`config.mk`:
```
export PLATFORM = sky130hd
export DESIGN_NAME = poly_voice_allocator_core_flat
export DESIGN_NICKNAME = d
export VERILOG_FILES = /design/src/rtl/core/pva_pkg.sv /design/src/rtl/core/pva_in_if.sv /design/src/rtl/core/pva_out_if.sv /design/src/rtl/core/pva_voice_mem.sv /design/src/rtl/core/poly_voice_allocator_core.sv /design/src/flat_wrapper.sv
export VERILOG_INCLUDE_DIRS = /design/src /design/src/rtl/core
export SDC_FILE = /design/constraint.sdc
export NUM_CORES = 2
export LEC_CHECK = 0
export BUFFER_PORTS_ARGS = -buffer_cell sky130_fd_sc_hd__buf_4
export CAP_MARGIN = 10
export CORE_UTILIZATION = 40
export DETAILED_ROUTE_END_ITERATION = 10
export GPL_TIMING_DRIVEN = 0
export MAX_ROUTING_LAYER = met4
export PLACE_DENSITY_LB_ADDON = 0.3
export SLEW_MARGIN = 20
export SYNTH_ARGS = -nofsm -noshare
export SYNTH_HDL_FRONTEND = slang
export SYNTH_HIERARCHICAL = 1
export SYNTH_SLANG_ARGS = --single-unit
```
`constraint.sdc`:
```
create_clock -name clk -period 13.2 [get_ports clk]
set_input_delay 3.96 -clock clk [delete_from_list [all_inputs] [get_ports clk]]
set_output_delay 3.96 -clock clk [all_outputs]
set_load 0.02 [all_outputs]
```
`src/rtl/core/poly_voice_allocator_core_assert.svh`:
```
// Assertion macros for the voice allocator core.
// Used by the top level; needs clk and rst_n in the including scope.
`ifndef POLY_VOICE_ALLOCATOR_CORE_ASSERT_SVH
`define POLY_VOICE_ALLOCATOR_CORE_ASSERT_SVH

// expression holds at every edge out of reset
`define PVA_ASSERT_ALWAYS(lbl, expr, msg) \
  lbl: assert property (@(posedge clk) disable iff (!rst_n) (expr)) else $error(msg);

// same-cycle implication
`define PVA_ASSERT_IMPL(lbl, ante, cons, msg) \
  lbl: assert property (@(posedge clk) disable iff (!rst_n) (ante) |-> (cons)) else $error(msg);

// next-cycle implication
`define PVA_ASSERT_NEXT(lbl, ante, cons, msg) \
  lbl: assert property (@(posedge clk) disable iff (!rst_n) (ante) |=> (cons)) else $error(msg);

`endif

```
`src/rtl/core/pva_pkg.sv`:
```
// Shared types and codes for the voice allocator.
// No dependencies; used by the voice memory and the top level.
`default_nettype none

package pva_pkg;

  localparam int VOICES_DEF = 16;
  localparam int NOTES_DEF  = 128;

  localparam logic [2:0] OP_NOTE_ON    = 3'd0;
  localparam logic [2:0] OP_NOTE_OFF   = 3'd1;
  localparam logic [2:0] OP_STOP       = 3'd2;
  localparam logic [2:0] OP_PEDAL_DOWN = 3'd3;
  localparam logic [2:0] OP_PEDAL_UP   = 3'd4;

  localparam logic [2:0] ACT_START     = 3'd0;
  localparam logic [2:0] ACT_RETRIG    = 3'd1;
  localparam logic [2:0] ACT_STEAL_REL = 3'd2;
  localparam logic [2:0] ACT_STEAL_OLD = 3'd3;
  localparam logic [2:0] ACT_RELEASE   = 3'd4;
  localparam logic [2:0] ACT_STOP      = 3'd5;

  localparam logic [7:0] FREE_MARK = 8'h80;

  typedef struct packed {
    logic [7:0]  note;
    logic [31:0] stamp;
    logic        rel;
  } voice_ent_t;

  localparam voice_ent_t VOICE_RST = '{note: FREE_MARK, stamp: 32'd0, rel: 1'b0};

  typedef struct packed {
    logic       en;
    voice_ent_t ent;
  } voice_wr_t;

  typedef struct packed {
    logic [3:0] voice;
    logic [2:0] action;
    logic [6:0] note;
    logic [6:0] velocity;
  } result_t;

  typedef enum logic [2:0] {
    ST_IDLE,
    ST_SUST_RD,
    ST_SUST_CHK,
    ST_SCAN,
    ST_APPLY,
    ST_FLUSH
  } state_t;

endpackage

`default_nettype wire

```
`src/rtl/core/pva_in_if.sv`:
```
// Input channel of the voice allocator: one note event per beat.
// No dependencies.
`default_nettype none

interface pva_in_if;
  logic       valid;
  logic       ready;
  logic [2:0] operation;
  logic [6:0] note;
  logic [6:0] velocity;

  modport source (output valid, output operation, output note, output velocity, input ready);
  modport sink   (input valid, input operation, input note, input velocity, output ready);
endinterface

`default_nettype wire

```
`src/rtl/core/pva_out_if.sv`:
```
// Result channel of the voice allocator: one voice action per beat.
// No dependencies.
`default_nettype none

interface pva_out_if;
  logic       valid;
  logic       ready;
  logic [3:0] voice;
  logic [2:0] action;
  logic [6:0] note_out;
  logic [6:0] velocity_out;
  logic       last;

  modport source (output valid, output voice, output action, output note_out,
                  output velocity_out, output last, input ready);
  modport sink   (input valid, input voice, input action, input note_out,
                  input velocity_out, input last, output ready);
endinterface

`default_nettype wire

```
`src/rtl/core/pva_voice_mem.sv`:
```
// Voice state memory: note, stamp and release flag per voice, registered read.
// Depends on pva_pkg. Per-entry valid bits give the reset value until written.
`default_nettype none

module pva_voice_mem import pva_pkg::*; #(
  parameter int VOICES = VOICES_DEF,
  localparam int VAW = (VOICES > 1) ? $clog2(VOICES) : 1
) (
  input  wire logic           clk,
  input  wire logic           rst_n,
  input  wire logic [VAW-1:0] rd_addr,
  output voice_ent_t          rd_data,
  input  wire logic [VAW-1:0] wr_addr,
  input  wire voice_wr_t      wr
);

  voice_ent_t        mem [VOICES];
  voice_ent_t        rd_q_r;
  logic              rd_vq_r;
  logic [VOICES-1:0] vld_r;

  always_ff @(posedge clk) begin
    if (wr.en) begin
      mem[wr_addr] <= wr.ent;
    end
    rd_q_r <= mem[rd_addr];
  end

  always_ff @(posedge clk) begin
    if (!rst_n) begin
      vld_r   <= '0;
      rd_vq_r <= 1'b0;
    end else begin
      if (wr.en) begin
        vld_r[wr_addr] <= 1'b1;
      end
      rd_vq_r <= vld_r[rd_addr];
    end
  end

  assign rd_data = rd_vq_r ? rd_q_r : VOICE_RST;

endmodule

`default_nettype wire

```
`src/rtl/core/poly_voice_allocator_core.sv`:
```
// Polyphonic voice allocator top level: sequencer, sustain memory, output stage.
// Depends on pva_pkg, pva_in_if, pva_out_if, pva_voice_mem and the assert macros.
//
// Use:
//   in_ch  carries note events (operation, note, velocity); a beat is taken
//          only while the sequencer is idle.
//   out_ch carries voice actions; the final beat of an event has last set.
//   Every event that is not ignored advances a 32-bit stamp. Note on, stop
//   and note off with the pedal up scan all voices through the voice memory,
//   one read per cycle, then write back the chosen voice if there is a result.
// Pedal up: the sustain memory is read note by note and each sustained note
//   costs one voice scan. Pedal down and ignored codes need no scan.
// Reset: voices read as free, sustain flags cleared by valid bits, pedal up,
//   no clearing pass needed.
// Stall: one result waits in a hold register and one in the output register;
//   if both are full and the receiver stalls, the sequencer waits to write.
`default_nettype none

module poly_voice_allocator_core import pva_pkg::*; #(
  parameter int VOICES = VOICES_DEF,
  parameter int NOTES  = NOTES_DEF
) (
  input wire logic clk,
  input wire logic rst_n,
  pva_in_if.sink   in_ch,
  pva_out_if.source out_ch
);

`include "poly_voice_allocator_core_assert.svh"

  localparam int VAW = (VOICES > 1) ? $clog2(VOICES) : 1;
  localparam int VCW = $clog2(VOICES + 1);
  localparam int SAW = (NOTES > 1) ? $clog2(NOTES) : 1;
  localparam int SCW = $clog2(NOTES + 1);

  // sequencer and event registers
  state_t          state_r, state_nxt;
  logic [2:0]      op_r, op_nxt;
  logic [6:0]      vel_r, vel_nxt;
  logic [6:0]      scan_note_r, scan_note_nxt;
  logic [31:0]     stamp_r, stamp_nxt;
  logic            pedal_r, pedal_nxt;
  logic [SCW-1:0]  sust_idx_r, sust_idx_nxt;

  // scan pipeline and trackers
  logic [VCW-1:0]  rd_idx_r, rd_idx_nxt;
  logic            chk_vld_r, chk_vld_nxt;
  logic [VAW-1:0]  chk_idx_r, chk_idx_nxt;
  logic            match_vld_r, match_vld_nxt;
  logic [VAW-1:0]  match_idx_r, match_idx_nxt;
  logic            free_vld_r, free_vld_nxt;
  logic [VAW-1:0]  free_idx_r, free_idx_nxt;
  logic            rel_vld_r, rel_vld_nxt;
  logic [VAW-1:0]  rel_idx_r, rel_idx_nxt;
  logic [31:0]     rel_age_r, rel_age_nxt;
  logic            all_vld_r, all_vld_nxt;
  logic [VAW-1:0]  all_idx_r, all_idx_nxt;
  logic [31:0]     all_age_r, all_age_nxt;

  // result hold and output stage
  logic            hold_vld_r, hold_vld_nxt;
  result_t         hold_r, hold_nxt;
  logic            out_valid_r, out_valid_nxt;
  result_t         out_r, out_nxt;
  logic            out_last_r, out_last_nxt;

  // sustain memory with valid overlay
  logic            sust_mem [NOTES];
  logic [NOTES-1:0] sust_vld_r;
  logic            sust_q_r;
  logic            sust_vq_r;
  logic            sust_we;
  logic            sust_wd;
  logic            sust_clr;
  logic [SAW-1:0]  sust_waddr;
  logic [SAW-1:0]  sust_raddr;
  logic            sust_bit;

  // voice memory port
  logic [VAW-1:0]  vm_raddr;
  logic [VAW-1:0]  vm_waddr;
  voice_wr_t       vm_wr;
  voice_ent_t      vm_rd;

  // helpers
  logic            in_fire;
  logic            acc_ok;
  logic            out_busy;
  logic            scan_issue;
  logic            apply_go;
  logic            has_res;
  logic [VAW-1:0]  sel_idx;
  logic [2:0]      sel_act;
  logic [31:0]     age;

  pva_voice_mem #(.VOICES(VOICES)) u_voice_mem (
    .clk     (clk),
    .rst_n   (rst_n),
    .rd_addr (vm_raddr),
    .rd_data (vm_rd),
    .wr_addr (vm_waddr),
    .wr      (vm_wr)
  );

  assign in_fire  = in_ch.valid && (state_r == ST_IDLE);
  // unknown codes and out-of-range notes are dropped without a stamp step
  assign acc_ok   = (in_ch.operation <= OP_PEDAL_UP) &&
                    ((in_ch.operation > OP_STOP) || ({1'b0, in_ch.note} < 8'(NOTES)));
  assign out_busy = out_valid_r && !out_ch.ready;
  assign scan_issue = rd_idx_r < VCW'(VOICES);
  assign apply_go = !(hold_vld_r && out_busy);
  assign age      = stamp_r - vm_rd.stamp;
  assign sust_bit = sust_q_r && sust_vq_r;
  assign vm_raddr = rd_idx_r[VAW-1:0];

  assign in_ch.ready         = (state_r == ST_IDLE);
  assign out_ch.valid        = out_valid_r;
  assign out_ch.voice        = out_r.voice;
  assign out_ch.action       = out_r.action;
  assign out_ch.note_out     = out_r.note;
  assign out_ch.velocity_out = out_r.velocity;
  assign out_ch.last         = out_last_r;

  // voice choice for the apply step
  always_comb begin
    has_res = 1'b0;
    sel_idx = match_idx_r;
    sel_act = ACT_RELEASE;
    case (op_r)
      OP_NOTE_ON: begin
        has_res = 1'b1;
        if (match_vld_r) begin
          sel_idx = match_idx_r;
          sel_act = ACT_RETRIG;
        end else if (free_vld_r) begin
          sel_idx = free_idx_r;
          sel_act = ACT_START;
        end else if (rel_vld_r) begin
          sel_idx = rel_idx_r;
          sel_act = ACT_STEAL_REL;
        end else begin
          // all ages zero falls back to voice 0
          sel_idx = all_vld_r ? all_idx_r : '0;
          sel_act = ACT_STEAL_OLD;
        end
      end
      OP_NOTE_OFF, OP_PEDAL_UP: begin
        has_res = match_vld_r;
        sel_act = ACT_RELEASE;
      end
      OP_STOP: begin
        has_res = match_vld_r;
        sel_act = ACT_STOP;
      end
      default: begin
        has_res = 1'b0;
      end
    endcase
  end

  // next state
  always_comb begin
    state_nxt = state_r;
    case (state_r)
      ST_IDLE: begin
        if (in_fire && acc_ok) begin
          case (in_ch.operation)
            OP_NOTE_ON, OP_STOP: state_nxt = ST_SCAN;
            OP_NOTE_OFF:         state_nxt = pedal_r ? ST_IDLE : ST_SCAN;
            OP_PEDAL_UP:         state_nxt = ST_SUST_RD;
            default:             state_nxt = ST_IDLE;
          endcase
        end
      end
      ST_SUST_RD: begin
        state_nxt = (sust_idx_r == SCW'(NOTES)) ? ST_FLUSH : ST_SUST_CHK;
      end
      ST_SUST_CHK: begin
        state_nxt = sust_bit ? ST_SCAN : ST_SUST_RD;
      end
      ST_SCAN: begin
        if (!scan_issue && !chk_vld_r) begin
          state_nxt = ST_APPLY;
        end
      end
      ST_APPLY: begin
        if (apply_go) begin
          state_nxt = (op_r == OP_PEDAL_UP) ? ST_SUST_RD : ST_FLUSH;
        end
      end
      ST_FLUSH: begin
        if (!hold_vld_r || !out_busy) begin
          state_nxt = ST_IDLE;
        end
      end
      default: state_nxt = ST_IDLE;
    endcase
  end

  // datapath and memory control
  always_comb begin
    op_nxt        = op_r;
    vel_nxt       = vel_r;
    scan_note_nxt = scan_note_r;
    stamp_nxt     = stamp_r;
    pedal_nxt     = pedal_r;
    sust_idx_nxt  = sust_idx_r;
    rd_idx_nxt    = rd_idx_r;
    chk_vld_nxt   = 1'b0;
    chk_idx_nxt   = rd_idx_r[VAW-1:0];
    match_vld_nxt = match_vld_r;
    match_idx_nxt = match_idx_r;
    free_vld_nxt  = free_vld_r;
    free_idx_nxt  = free_idx_r;
    rel_vld_nxt   = rel_vld_r;
    rel_idx_nxt   = rel_idx_r;
    rel_age_nxt   = rel_age_r;
    all_vld_nxt   = all_vld_r;
    all_idx_nxt   = all_idx_r;
    all_age_nxt   = all_age_r;
    hold_vld_nxt  = hold_vld_r;
    hold_nxt      = hold_r;
    out_valid_nxt = out_busy;
    out_nxt       = out_r;
    out_last_nxt  = out_last_r;
    sust_we       = 1'b0;
    sust_wd       = 1'b0;
    sust_clr      = 1'b0;
    sust_waddr    = in_ch.note[SAW-1:0];
    sust_raddr    = sust_idx_r[SAW-1:0];
    vm_waddr      = sel_idx;
    vm_wr         = '0;

    case (state_r)
      ST_IDLE: begin
        // scan setup is harmless when no scan follows
        rd_idx_nxt    = '0;
        match_vld_nxt = 1'b0;
        free_vld_nxt  = 1'b0;
        rel_vld_nxt   = 1'b0;
        all_vld_nxt   = 1'b0;
        rel_age_nxt   = '0;
        all_age_nxt   = '0;
        if (in_fire && acc_ok) begin
          stamp_nxt     = stamp_r + 32'd1;
          op_nxt        = in_ch.operation;
          vel_nxt       = in_ch.velocity;
          scan_note_nxt = in_ch.note;
          sust_idx_nxt  = '0;
          case (in_ch.operation)
            OP_NOTE_ON: begin
              sust_we = 1'b1;
              sust_wd = 1'b0;
            end
            OP_NOTE_OFF: begin
              if (pedal_r) begin
                sust_we = 1'b1;
                sust_wd = 1'b1;
              end
            end
            OP_PEDAL_DOWN: pedal_nxt = 1'b1;
            default: ;
          endcase
        end
      end
      ST_SUST_RD: begin
        if (sust_idx_r == SCW'(NOTES)) begin
          sust_clr  = 1'b1;
          pedal_nxt = 1'b0;
        end
      end
      ST_SUST_CHK: begin
        if (sust_bit) begin
          scan_note_nxt = 7'(sust_idx_r);
          rd_idx_nxt    = '0;
          match_vld_nxt = 1'b0;
          free_vld_nxt  = 1'b0;
          rel_vld_nxt   = 1'b0;
          all_vld_nxt   = 1'b0;
          rel_age_nxt   = '0;
          all_age_nxt   = '0;
        end else begin
          sust_idx_nxt = sust_idx_r + SCW'(1);
        end
      end
      ST_SCAN: begin
        if (scan_issue) begin
          rd_idx_nxt  = rd_idx_r + VCW'(1);
          chk_vld_nxt = 1'b1;
        end
        if (chk_vld_r) begin
          if (!match_vld_r && vm_rd.note == {1'b0, scan_note_r}) begin
            match_vld_nxt = 1'b1;
            match_idx_nxt = chk_idx_r;
          end
          if (!free_vld_r && vm_rd.note[7]) begin
            free_vld_nxt = 1'b1;
            free_idx_nxt = chk_idx_r;
          end
          if (vm_rd.rel && age > rel_age_r) begin
            rel_vld_nxt = 1'b1;
            rel_idx_nxt = chk_idx_r;
            rel_age_nxt = age;
          end
          if (age > all_age_r) begin
            all_vld_nxt = 1'b1;
            all_idx_nxt = chk_idx_r;
            all_age_nxt = age;
          end
        end
      end
      ST_APPLY: begin
        if (apply_go) begin
          if (op_r == OP_PEDAL_UP) begin
            sust_idx_nxt = sust_idx_r + SCW'(1);
          end
          if (has_res) begin
            vm_wr.en        = 1'b1;
            vm_wr.ent.stamp = stamp_r;
            vm_wr.ent.note  = (op_r == OP_STOP) ? FREE_MARK : {1'b0, scan_note_r};
            vm_wr.ent.rel   = (sel_act == ACT_RELEASE);
            if (hold_vld_r) begin
              out_valid_nxt = 1'b1;
              out_nxt       = hold_r;
              out_last_nxt  = 1'b0;
            end
            hold_vld_nxt     = 1'b1;
            hold_nxt.voice   = 4'(sel_idx);
            hold_nxt.action  = sel_act;
            hold_nxt.note    = scan_note_r;
            hold_nxt.velocity = (op_r == OP_NOTE_ON) ? vel_r : 7'd0;
          end
        end
      end
      ST_FLUSH: begin
        if (hold_vld_r && !out_busy) begin
          out_valid_nxt = 1'b1;
          out_nxt       = hold_r;
          out_last_nxt  = 1'b1;
          hold_vld_nxt  = 1'b0;
        end
      end
      default: ;
    endcase
  end

  // control registers
  always_ff @(posedge clk) begin
    if (!rst_n) begin
      state_r     <= ST_IDLE;
      stamp_r     <= '0;
      pedal_r     <= 1'b0;
      chk_vld_r   <= 1'b0;
      hold_vld_r  <= 1'b0;
      out_valid_r <= 1'b0;
    end else begin
      state_r     <= state_nxt;
      stamp_r     <= stamp_nxt;
      pedal_r     <= pedal_nxt;
      chk_vld_r   <= chk_vld_nxt;
      hold_vld_r  <= hold_vld_nxt;
      out_valid_r <= out_valid_nxt;
    end
  end

  // payload registers
  always_ff @(posedge clk) begin
    op_r        <= op_nxt;
    vel_r       <= vel_nxt;
    scan_note_r <= scan_note_nxt;
    sust_idx_r  <= sust_idx_nxt;
    rd_idx_r    <= rd_idx_nxt;
    chk_idx_r   <= chk_idx_nxt;
    match_vld_r <= match_vld_nxt;
    match_idx_r <= match_idx_nxt;
    free_vld_r  <= free_vld_nxt;
    free_idx_r  <= free_idx_nxt;
    rel_vld_r   <= rel_vld_nxt;
    rel_idx_r   <= rel_idx_nxt;
    rel_age_r   <= rel_age_nxt;
    all_vld_r   <= all_vld_nxt;
    all_idx_r   <= all_idx_nxt;
    all_age_r   <= all_age_nxt;
    hold_r      <= hold_nxt;
    out_r       <= out_nxt;
    out_last_r  <= out_last_nxt;
  end

  // sustain memory: data array plus valid bits cleared at reset and pedal-up
  always_ff @(posedge clk) begin
    if (sust_we) begin
      sust_mem[sust_waddr] <= sust_wd;
    end
    sust_q_r <= sust_mem[sust_raddr];
  end

  always_ff @(posedge clk) begin
    if (!rst_n) begin
      sust_vld_r <= '0;
      sust_vq_r  <= 1'b0;
    end else begin
      if (sust_clr) begin
        sust_vld_r <= '0;
      end else if (sust_we) begin
        sust_vld_r[sust_waddr] <= 1'b1;
      end
      sust_vq_r <= sust_vld_r[sust_raddr];
    end
  end

  `PVA_ASSERT_ALWAYS(a_idle_no_hold, !(state_r == ST_IDLE && hold_vld_r), "result left in hold at idle")
  `PVA_ASSERT_NEXT(a_stamp_step, in_ch.valid && in_ch.ready && acc_ok, stamp_r == $past(stamp_r) + 32'd1, "stamp did not advance")
  `PVA_ASSERT_IMPL(a_pedal_up_done, state_r == ST_FLUSH && op_r == OP_PEDAL_UP, !pedal_r && sust_vld_r == '0, "pedal-up left sustain state")
  `PVA_ASSERT_IMPL(a_scan_bound, state_r == ST_SCAN, rd_idx_r <= VCW'(VOICES), "scan index past voice count")

endmodule

`default_nettype wire
```
`src/flat_wrapper.sv`:
```
// flat-port wrapper written by rule: the top's interface ports become plain ports
module poly_voice_allocator_core_flat import pva_pkg::*;
#(
  parameter int VOICES = VOICES_DEF,
  parameter int NOTES  = NOTES_DEF
)
  (clk, rst_n, in_ch_valid, in_ch_operation, in_ch_note, in_ch_velocity, in_ch_ready, out_ch_valid, out_ch_voice, out_ch_action, out_ch_note_out, out_ch_velocity_out, out_ch_last, out_ch_ready);
  pva_in_if in_ch_i ();
  pva_out_if out_ch_i ();
  input wire logic clk;
  input wire logic rst_n;
  input wire logic [$bits(in_ch_i.valid)-1:0] in_ch_valid;
  input wire logic [$bits(in_ch_i.operation)-1:0] in_ch_operation;
  input wire logic [$bits(in_ch_i.note)-1:0] in_ch_note;
  input wire logic [$bits(in_ch_i.velocity)-1:0] in_ch_velocity;
  output wire logic [$bits(in_ch_i.ready)-1:0] in_ch_ready;
  output wire logic [$bits(out_ch_i.valid)-1:0] out_ch_valid;
  output wire logic [$bits(out_ch_i.voice)-1:0] out_ch_voice;
  output wire logic [$bits(out_ch_i.action)-1:0] out_ch_action;
  output wire logic [$bits(out_ch_i.note_out)-1:0] out_ch_note_out;
  output wire logic [$bits(out_ch_i.velocity_out)-1:0] out_ch_velocity_out;
  output wire logic [$bits(out_ch_i.last)-1:0] out_ch_last;
  input wire logic [$bits(out_ch_i.ready)-1:0] out_ch_ready;
  assign in_ch_i.valid = in_ch_valid;
  assign in_ch_i.operation = in_ch_operation;
  assign in_ch_i.note = in_ch_note;
  assign in_ch_i.velocity = in_ch_velocity;
  assign in_ch_ready = in_ch_i.ready;
  assign out_ch_valid = out_ch_i.valid;
  assign out_ch_voice = out_ch_i.voice;
  assign out_ch_action = out_ch_i.action;
  assign out_ch_note_out = out_ch_i.note_out;
  assign out_ch_velocity_out = out_ch_i.velocity_out;
  assign out_ch_last = out_ch_i.last;
  assign out_ch_i.ready = out_ch_ready;
  poly_voice_allocator_core #(.VOICES(VOICES), .NOTES(NOTES)) u_core (.clk(clk), .rst_n(rst_n), .in_ch(in_ch_i), .out_ch(out_ch_i));
endmodule
```
==> run metrics <==
Bufs on Longest Clock Path 3; Multi-input gate area 14100 um2; xor/xnor share of the synthesized area 0.0110; largest family of logic cells by synthesized area multiplexers; mean number of vias per cell 5.52; most common cell after layout, fill and taps aside edfxtp_1; MaxCap Viol Count 0; dpl cells 4707; placed inst area 51500 um2; Post-synth EDFFs 941; register bit count reported by yosys 1172; Pwr Total 0.0108 W; CP bufs+invs 3; Static Leak 18.5 nW; Clock Power Share 0.310; Final Critical Period 6680 ps; Final Skew 67.7 ps; gr usage total 0.198; hpwl dp 79800 um; Post-synth ARST share 0; Die ar. 121000 um2; Worst Path Required 13570 ps; final net count 3344; combinational power share 0.286; Initial Util 0.404; period utilization 0.506; gpl congestion 0.842; yosys warns 6; commonest non-fill, non-tap cells in the layout edfxtp_1 (941), dfxtp_1 (231), mux4_2 (228), nor2_1 (180), o21a_1 (154); filler cell count 10148; post-CTS resize count 0; mean post-synth cell area 16.0 um2; I/O Buffers 44; Final Max Tran Viols 0; number of hold buffers added after cts 0; CTS buffer count 114; count of cell types in the netlist 69; Arr. time, crit path 7050 ps; Rows 126; highest clock rate 0.150 GHz; Post-Syn Area 47900 um2; Synth Area in Compound Gates 0.0698; vias in the first global route 27126; Clk pin slew, worst setup/hold paths 60 ps; Mapped Cells 2993; CP Class reg -> reg; synthesized-area fraction occupied by adder cells 0.0265; switching part of the total 0.313; crit start category flip-flop; Max-slew headroom 0.266; die height 348 um; P_int 0.00741 W; CTS root buf clkbuf_16; PwrDens 194 nW/um2; CP top delay family compound AO/OA/AOI/OAI gates; FF/Latch Area 32900 um2; Final Util 0.468; largest net degree at the start of global routing 22; DRT iter0 DRCs 2472; post-synthesis mux area share 0.115; switching power 0.00337 W; outcome finished clean; clk_lat worst skew 720 ps; global-route wire length before repair 174000 um; slowest cell on the critical path a21oi_4; proportion of layout cells with a drive suffix above 1 0.183; Avg WL per Cell 23.6 um; worst slew pin tran 1100 ps; Crit path largest cell delay 660 ps; final instance area 55400 um2; GRT overflow 0; Setup Buffers After CTS 0; Post-DRT Antenna Nets 0; Fin. Hold Viols 0; Layout area overhead 15.8%; Crit Path Max Fanout 19; register area share after synthesis 0.687; Most used DFF post-synth edfxtp_1; total wire length 116000 um; # IOs 45; Vias 27173; total negative setup slack 0 ps; DRT Pass-1 Iters 6; crit path cell chain clkbuf_1 > and2_1 > inv_1 > ha_1 > nand4_1 > a21oi_1 > nor2_1 > o21ai_0 > a21oi_1 > o31ai_1 > xor2_1 > ha_1 > nand4_1 > nor4_1 > o21a_1 > o211ai_1 > a21oi_4 > buf_16; Simple-Gate Fraction of Synth Area 0.0693; die width 348 um; CORE AREA 118000 um2; RSZ-0062 raised after global routing no; Syn Nets 3114; initial antenna violation count 0; CTS tree done; Worst VDD drop 0.161 mV; Critical Path End Type flip-flop; # setup viols final 0; Seq pwr share 0.404; clock sink total 1172; DRC Markers 0; fin cells 4924; HP Class reg -> reg; CTS H-tree depth 3
-- registers in the layout, indices dropped and copies added, names as in the netlist, 8 cells and up --
| signal | count |
|---|---|
| u_core/rel_age_r | 32 |
| u_core/u_voice_mem/mem | 656 |
| u_core/hold_r | 21 |
| u_core/u_voice_mem/vld_r | 16 |
| u_core/sust_mem | 128 |
| u_core/sust_idx_r | 8 |
| u_core/sust_vld_r | 128 |
| u_core/stamp_r | 32 |
| u_core/u_voice_mem/rd_q_r | 41 |
| u_core/all_age_r | 32 |
-- Yosys cell counts (all sizes together), types with 7 or more instances --
master,n,area (um2)
a21boi,13,97.6
a21o,18,135
a21oi,75,375
a22o,8,70.1
a22oi,98,736
and2,107,669
and3,39,244
and4,7,61.3
buf,44,273
clkbuf,91,342
dfxtp,231,4620
edfxtp,941,28300
ha,99,1240
inv,114,428
mux2,12,135
mux2i,23,230
mux4,228,5130
nand2,141,529
nand2b,18,113
nand3,42,210
nand4,32,200
nor2,195,732
nor2b,25,156
nor3,21,110
o211ai,10,75.1
o21a,154,1160
o21ai,60,304
o21bai,7,52.6
or3,13,81.3
xnor2,32,280
xor2,28,245
-- worst register-to-register path, stage by stage, from the launching register on --
cell      delay [ps]
dfxtp_1          620
clkbuf_1         420
and2_1           200
inv_1             50
ha_1             390
nand4_1          120
a21oi_1          210
nor2_1           150
o21ai_0          590
a21oi_1          310
o31ai_1          540
xor2_1           180
ha_1             340
nand4_1          210
nor4_1           590
o21a_1           260
o211ai_1         260
a21oi_4          670
buf_16           250
-- final cells by class --
cell class                      instances  share of cell area
Clock buffer                          138              0.0542
Timing Repair Buffer                  114              0.0270
Buffer                                135              0.0111
Tap cell                             1600              0.0361
Inverter                              115             0.00779
Sequential cell                      1172               0.593
Multi-Input combinational cell       1571               0.255
Clock inverter                         78              0.0158
Antenna cell                            1           0.0000451
-- metal layers --
layer	vias to the layer above	GRT usage	share of wire
li1	12095	-	-
met1	14048	0.279	0.44
met2	873	0.306	0.47
met3	157	0.0232	0.063
met4	0	0.0539	0.021
met5	-	-	0
-- power by group through the flow --
stage	registers [W]	logic (W)	clock network, W
finish	0.00435	0.00308	0.00335
floorplan	0.00439	0.00210	0
detailed placement	0.00443	0.00309	0
CTS	0.00436	0.00311	0.00341
global route	0.00437	0.00340	0.00354
global placement	0.00445	0.00301	0
-- kinds of logic (layout without fill, tap and decap cells) --
kind of cell,after synthesis,after routing
xor gates and xnor gates,60,60
buffers and inverters,250,580
and+or+nand+nor,668,668
muxes,263,263
AOI/OAI and AO/OA,479,479
DFF,1172,1172
other,0,1
adders and majority gates,101,101
-- metrics by stage --
stage,setup WS (ps),hold WS [ps]
3_3_place_gp,-4450,401
5_1_grt,6230,424
2_1_floorplan,1650,391
4_1_cts,6560,416
3_5_place_dp,5810,405
6_report,6520,417
-- path summary, 6_finish.rpt --
check                             start                      end  slack, ps  cells past startpoint
max reg2reg  u_core/u_voice_mem/rd_vq_r      u_core/rel_age_r[4]       6520                     18
min reg2reg           u_core/hold_r[16]  u_core/out_ch.action[2]        420                      0
max          u_core/u_voice_mem/rd_vq_r      u_core/rel_age_r[4]       6520                     18
min                   u_core/hold_r[16]  u_core/out_ch.action[2]        420                      0
Note: power is estimated with default switching activity, not from simulation.
